File: src/hw/rtl/hzdec_pkg.sv
// Package with mode, command and status codes and character constants for the HZ decoder.
`default_nettype none

package hzdec_pkg;

	typedef enum logic [2:0] {
		MODE_ASCII   = 3'd0,
		MODE_TILDE   = 3'd1,
		MODE_GB      = 3'd2,
		MODE_LEAD    = 3'd3,
		MODE_GBTILDE = 3'd4
	} mode_t;

	typedef enum logic [1:0] {
		CMD_DATA  = 2'd0,
		CMD_END   = 2'd1,
		CMD_RESET = 2'd2
	} cmd_t;

	typedef enum logic [1:0] {
		ST_OK         = 2'd0,
		ST_ILLEGAL    = 2'd1,
		ST_INCOMPLETE = 2'd2
	} status_t;

	localparam logic [7:0] HIGH_BIT = 8'h80;
	localparam logic [7:0] CH_TILDE = 8'h7E;
	localparam logic [7:0] CH_OPEN  = 8'h7B;
	localparam logic [7:0] CH_CLOSE = 8'h7D;

	localparam logic [1:0] CNT_NONE = 2'd0;
	localparam logic [1:0] CNT_ONE  = 2'd1;
	localparam logic [1:0] CNT_TWO  = 2'd2;

endpackage

`default_nettype wire

File: src/hw/rtl/hz_to_euc_gb_decoder.sv
// HZ to EUC-GB2312 byte stream decoder, top level.
//
// Usage:
//   The input channel (in_valid/in_ready) carries one request per cycle
//   unless stalled: a command and an HZ byte. Command data decodes the byte,
//   command end asks whether the stream may stop here, command reset forces
//   ASCII mode. Every request gives exactly one result on the output channel
//   (out_valid/out_ready): up to two EUC bytes with their count, and a
//   status of ok, illegal sequence or incomplete input.
//   The result is registered: the decode mode and held lead byte are updated
//   at the accepting edge and the result lands in the output register.
//   Throughput is one request per cycle, set by the mode update
//   loop; in_ready stays high while the output register is empty or being
//   drained in the same cycle.
//   When the receiver stalls, the result holds in the output register and
//   in_ready drops until it is taken.
//   After reset the mode is ASCII and the output register is empty. The held
//   lead byte has no reset; it is read only after a write.
`default_nettype none

module hz_to_euc_gb_decoder
	import hzdec_pkg::*;
(
	input  wire logic       clk,
	input  wire logic       arst_n,
	input  wire logic       in_valid,
	output logic            in_ready,
	input  wire logic [1:0] command,
	input  wire logic [7:0] in_byte,
	output logic            out_valid,
	input  wire logic       out_ready,
	output logic [1:0]      out_count,
	output logic [7:0]      out_first,
	output logic [7:0]      out_second,
	output logic [1:0]      status
);

	mode_t       mode_q;
	mode_t       mode_d;
	logic [7:0]  held_q;
	logic        held_we;
	logic        out_valid_q;
	logic [1:0]  count_d, count_q;
	logic [7:0]  first_d, first_q;
	logic [7:0]  second_d, second_q;
	status_t     status_d, status_q;
	logic        accept;

	assign in_ready = !out_valid_q || out_ready;
	assign accept   = in_valid && in_ready;

	// next state
	always_comb begin
		mode_d  = mode_q;
		held_we = 1'b0;
		case (cmd_t'(command))
			CMD_RESET: begin
				mode_d = MODE_ASCII;
			end
			CMD_DATA: begin
				case (mode_q)
					MODE_TILDE: begin
						if (in_byte == CH_OPEN) begin
							mode_d = MODE_GB;
						end else if (in_byte == CH_TILDE) begin
							mode_d = MODE_ASCII;
						end
					end
					MODE_GB: begin
						if (in_byte == CH_TILDE) begin
							mode_d = MODE_GBTILDE;
						end else begin
							mode_d  = MODE_LEAD;
							held_we = 1'b1;
						end
					end
					MODE_LEAD: begin
						mode_d = MODE_GB;
					end
					MODE_GBTILDE: begin
						if (in_byte == CH_CLOSE) begin
							mode_d = MODE_ASCII;
						end
					end
					default: begin
						if (in_byte == CH_TILDE) begin
							mode_d = MODE_TILDE;
						end else if ((in_byte & HIGH_BIT) == 8'h00) begin
							mode_d = MODE_ASCII;
						end
					end
				endcase
			end
			default: begin
				mode_d = mode_q;
			end
		endcase
	end

	// outputs
	always_comb begin
		count_d  = CNT_NONE;
		first_d  = 8'h00;
		second_d = 8'h00;
		status_d = ST_OK;
		case (cmd_t'(command))
			CMD_END: begin
				if (mode_q != MODE_ASCII) begin
					status_d = ST_INCOMPLETE;
				end
			end
			CMD_DATA: begin
				case (mode_q)
					MODE_TILDE: begin
						if (in_byte == CH_TILDE) begin
							count_d = CNT_ONE;
							first_d = CH_TILDE;
						end else if (in_byte != CH_OPEN) begin
							status_d = ST_ILLEGAL;
						end
					end
					MODE_GB: begin
						status_d = ST_OK;
					end
					MODE_LEAD: begin
						count_d  = CNT_TWO;
						first_d  = held_q | HIGH_BIT;
						second_d = in_byte | HIGH_BIT;
					end
					MODE_GBTILDE: begin
						if (in_byte != CH_CLOSE) begin
							status_d = ST_ILLEGAL;
						end
					end
					default: begin
						if (in_byte != CH_TILDE) begin
							if ((in_byte & HIGH_BIT) == 8'h00) begin
								count_d = CNT_ONE;
								first_d = in_byte;
							end else begin
								status_d = ST_ILLEGAL;
							end
						end
					end
				endcase
			end
			default: begin
				status_d = ST_OK;
			end
		endcase
	end

	always_ff @(posedge clk or negedge arst_n) begin
		if (!arst_n) begin
			mode_q      <= MODE_ASCII;
			out_valid_q <= 1'b0;
		end else begin
			if (accept) begin
				mode_q      <= mode_d;
				out_valid_q <= 1'b1;
			end else if (out_ready) begin
				out_valid_q <= 1'b0;
			end
		end
	end

	always_ff @(posedge clk) begin
		if (accept && held_we) begin
			held_q <= in_byte;
		end
		if (accept) begin
			count_q  <= count_d;
			first_q  <= first_d;
			second_q <= second_d;
			status_q <= status_d;
		end
	end

	assign out_valid  = out_valid_q;
	assign out_count  = count_q;
	assign out_first  = first_q;
	assign out_second = second_q;
	assign status     = status_q;

	a_reset_cmd: assert property (@(posedge clk) disable iff (!arst_n)
		accept && command == CMD_RESET |=> mode_q == MODE_ASCII)
		else $error("reset request did not return to ascii mode");

	a_pair_out: assert property (@(posedge clk) disable iff (!arst_n)
		accept && command == CMD_DATA && mode_q == MODE_LEAD |=>
		out_valid && count_q == CNT_TWO && first_q[7] && second_q[7])
		else $error("trail byte did not release a byte pair");

	a_err_silent: assert property (@(posedge clk) disable iff (!arst_n)
		out_valid && status_q != ST_OK |-> count_q == CNT_NONE)
		else $error("error result carries output bytes");

	a_err_hold: assert property (@(posedge clk) disable iff (!arst_n)
		accept && status_d == ST_ILLEGAL |=> $stable(mode_q))
		else $error("illegal sequence changed the mode");

	a_end_ascii: assert property (@(posedge clk) disable iff (!arst_n)
		accept && command == CMD_END && mode_q == MODE_ASCII |=> status_q == ST_OK)
		else $error("end request flagged in ascii mode");

endmodule

`default_nettype wire
File: config.mk
export PLATFORM = sky130hd
export DESIGN_NAME = hz_to_euc_gb_decoder
export DESIGN_NICKNAME = d
export VERILOG_FILES = /design/src/hw/rtl/hzdec_pkg.sv /design/src/hw/rtl/hz_to_euc_gb_decoder.sv
export SDC_FILE = /design/constraint.sdc
export NUM_CORES = 1
export LEC_CHECK = 0
export BUFFER_PORTS_ARGS = -buffer_cell sky130_fd_sc_hd__buf_2
export CORE_MARGIN = 2
export CORE_UTILIZATION = 55
export DETAILED_ROUTE_END_ITERATION = 8
export HOLD_SLACK_MARGIN = 0.15
export PLACE_DENSITY = 0.82
export SYNTH_ARGS = -nofsm -noshare
export SYNTH_HDL_FRONTEND = slang
export SYNTH_SLANG_ARGS = --single-unit
File: constraint.sdc
create_clock -name clk -period 4.2 [get_ports clk]
set_input_delay 0.84 -clock clk [delete_from_list [all_inputs] [get_ports clk]]
set_output_delay 0.84 -clock clk [all_outputs]
set_load 0.02 [all_outputs]
==> flow_metrics.tcl <==
set metrics [dict create \
    ys_types 35 \
    grt_pass1_wl_mm 4.00 \
    wl_mm 2.60 \
    die_x_um 54.5 \
    grt_pass1_vias 908 \
    overflow 0 \
    rows 18 \
    reg2reg_depth 5 \
    antenna_found_initial 0 \
    htree_levels 2 \
    post-route-min-period_ps 2250 \
    viasPerCell 5.76 \
    internal_power_mw 0.413 \
    synth_warnings 0 \
    max_freq_mhz 445 \
    endpoint_kind "register" \
    io_pins 36 \
    vdd_drop_max_mv 0.245 \
    r2r-end "mode_q[1]" \
    p_leak_nw 0.644 \
    synth_area_per_cell_um2 12.1 \
    place_area_um2 1570 \
    critical_path_class "in -> reg" \
    drv_slew 0 \
    clock_path_buffers 2 \
    ys.flop_type "edfxtp_1" \
    combPwrFrac_pct 10.0 \
    clock_latency_ps 340 \
    antenna_left 0 \
    rrSetupSlack_ps 2350 \
    seq_area_frac_synth_pct 62.7 \
    dp_hpwl_mm 1.95 \
    via_count 1031 \
    maxCapViolCount 0 \
    route.detailed.drc 0 \
    finalSetupTns_ps 0 \
    start_kind "input port" \
    crit_path_max_fanout 12 \
    start_util_pct 57.2 \
    multiInputGateArea_um2 472 \
    dieArea_um2 2980 \
    dp_slack_ps 1660 \
    run_status "finished, final reports clean" \
    max_stage_delay_ps 470 \
    synth_edf_count 26 \
    cp_cell_sequence "buf_2 > nor2_1 > nand3_1 > nand2b_1 > nor2_1" \
    slew-limit-headroom_pct 53.9 \
    synth-seq-cells 30 \
    netlist_top_cells_area "edfxtp_1 56%, dfrtp_1 7.1%, o2bb2ai_1 3.7%, and3_1 3.6%, nor2_1 2.9%" \
    design_area_um2 1620 \
    critPathArrivalTime_ps 2220 \
    clkPwrFrac_pct 28.9 \
    dr.pass1.iters 4 \
    seqPwrFrac_pct 61.2 \
    p_sw_share_pct 24.6 \
    clk_pin_slew_ps 100 \
    cts-root-buf "clkbuf_4" \
    first_iter_violations 33 \
    synth_top_area_share_pct 55.6 \
    n_antenna_cell 0 \
    worstMarginPinSlew_ps 691 \
    cts_setup_buffers 0 \
    post_cts_resized 0 \
    regArea_um2 881 \
    hold_viol_final 0 \
    core_area_um2 2450 \
    yosys.area.top_type "edfxtp_1" \
    drive_gt1_share_pct 30.9 \
    n_fill_cell 205 \
    syn_area_um2 1410 \
    routedWlPerCell_um 14.5 \
    hold_class "in -> async" \
    syn-num-nets 130 \
    setup_viol 0 \
    tritoncts "yes" \
    rsz0062_at_grt "false" \
    whs_ps 282 \
    crit_path_top_delay_cell "nor2_1" \
    die_h_um 54.5 \
    port_buffers 35 \
    crit_top_cell "nor2_1" \
    skew_ps 19.1 \
    fin_ws_ps 1950 \
    syn_to_final_growth_pct 15.5 \
    r2r-start "mode_q[1]" \
    postCtsHoldBufs 0 \
    async_reset_ff_share_pct 13.3 \
    crit_required_ps 4170 \
    num-nets-final 162 \
    p_per_area_nw_per_um2 338 \
    synth_cells 116 \
    gp_congestion 0.858 \
    cts_sinks 30 \
    numCtsBuffers 5 \
    power.total_mw 0.548 \
    min_period_over_period_pct 53.5 \
    track_usage_pct 20.6 \
    grt_max_degree 20 \
    p_switching_mw 0.135 \
]
[critical path, delay by kind of cell]
kind	cells	cell delay (ps)
and+or+nand+nor	4	1240
buffers and inverters	1	130
[per-stage QoR]
stage,util (%),std cells
6_report,66.1,179
5_1_grt,66.1,179
4_1_cts,66.1,179
3_5_place_dp,64.1,171
3_3_place_gp,64.1,171
2_1_floorplan,-,116
[synthesized netlist by cell type, types with 2 or more instances]
cell type / count
edfxtp_1: 26
and3_1: 8
nor2_1: 11
nand2_1: 4
o2bb2ai_1: 6
nor3_1: 2
mux2_2: 2
or3_1: 2
nand2b_1: 4
a21oi_1: 8
nand3_1: 3
o21ai_0: 2
buf_2: 3
dfrtp_1: 4
and2_1: 2
inv_1: 2
clkbuf_1: 6
nand4b_1: 2
a211oi_1: 3
[per-layer routing]
layer	global-route usage (%)	vias to the layer above	part of all wire (%)
met3	9.84	10	7.3
met4	11.7	0	2.8
li1	-	495	-
met5	0	-	0
met2	33.9	38	48
met1	21.4	488	42
[power by group through the flow]
stage | clock, mW | sequential (mW) | combinational, mW
floorplan | 0 | 0.355 | 0.0182
global placement | 0 | 0.342 | 0.0534
detailed placement | 0 | 0.342 | 0.0547
CTS | 0.158 | 0.335 | 0.0548
global route | 0.172 | 0.336 | 0.0596
finish | 0.158 | 0.335 | 0.0546
[registers in the layout, summed over array words and instances, names as in the netlist]
name / count
held_q: 7
out_count: 2
out_first: 7
out_valid: 1
out_second: 8
status: 2
mode_q: 3
[cells by family (layout without fill, tap and decap cells)]
group	after synthesis	after routing	share of synthesized area, %
simple gates	45	45	18.3
flops	30	30	62.7
compound gates	24	24	11.7
buf+inv	12	45	3.74
mux	3	3	2.40
xor+xnor	2	2	1.25
[area by class of cell]
class,instances,area share [%]
clock buffer,6,2.54
clock inverter,2,0.540
inverter,2,0.463
multi-input combinational,74,29.1
sequential,30,54.3
tap,30,2.31
timing repair buffer,35,10.8
[worst max path at each step]
stage	from	end	slack, ps	cells past startpoint
2_1_floorplan	in_byte[7]	out_first[1]	2070	6
3_3_place_gp	command[1]	held_q[3]	1730	5
3_5_place_dp	command[1]	held_q[3]	1660	5
4_1_cts	command[1]	held_q[5]	2010	5
5_1_grt	command[1]	held_q[5]	1790	5
6_report	command[1]	held_q[5]	1950	5
[layout by cell type, fill, tap and decap left out, drive strengths merged]
| cell | Yosys | final |
|---|---|---|
| or3b | 1 | 1 |
| and2 | 2 | 2 |
| nand2 | 4 | 4 |
| a21o | 1 | 1 |
| a22oi | 1 | 1 |
| clkbuf | 6 | 6 |
| mux2 | 3 | 3 |
| clkinv | 0 | 2 |
| a211oi | 3 | 3 |
| nor3b | 1 | 1 |
| o32ai | 1 | 1 |
| xor2 | 1 | 1 |
| and3b | 1 | 1 |
| o311ai | 1 | 1 |
| edfxtp | 26 | 26 |
| nor3 | 2 | 2 |
| nand2b | 4 | 4 |
| a21oi | 8 | 8 |
| nand4b | 2 | 2 |
| or2 | 1 | 1 |
| nor2 | 12 | 12 |
| nand3 | 3 | 3 |
| inv | 2 | 2 |
| xnor2 | 1 | 1 |
| or3 | 2 | 2 |
| and3 | 8 | 8 |
| buf | 4 | 35 |
| nand3b | 1 | 1 |
| a31oi | 1 | 1 |
| o21ai | 2 | 2 |
| dfrtp | 4 | 4 |
| nor4 | 1 | 1 |
| o2bb2ai | 6 | 6 |
(Power assumes the default switching activity.)
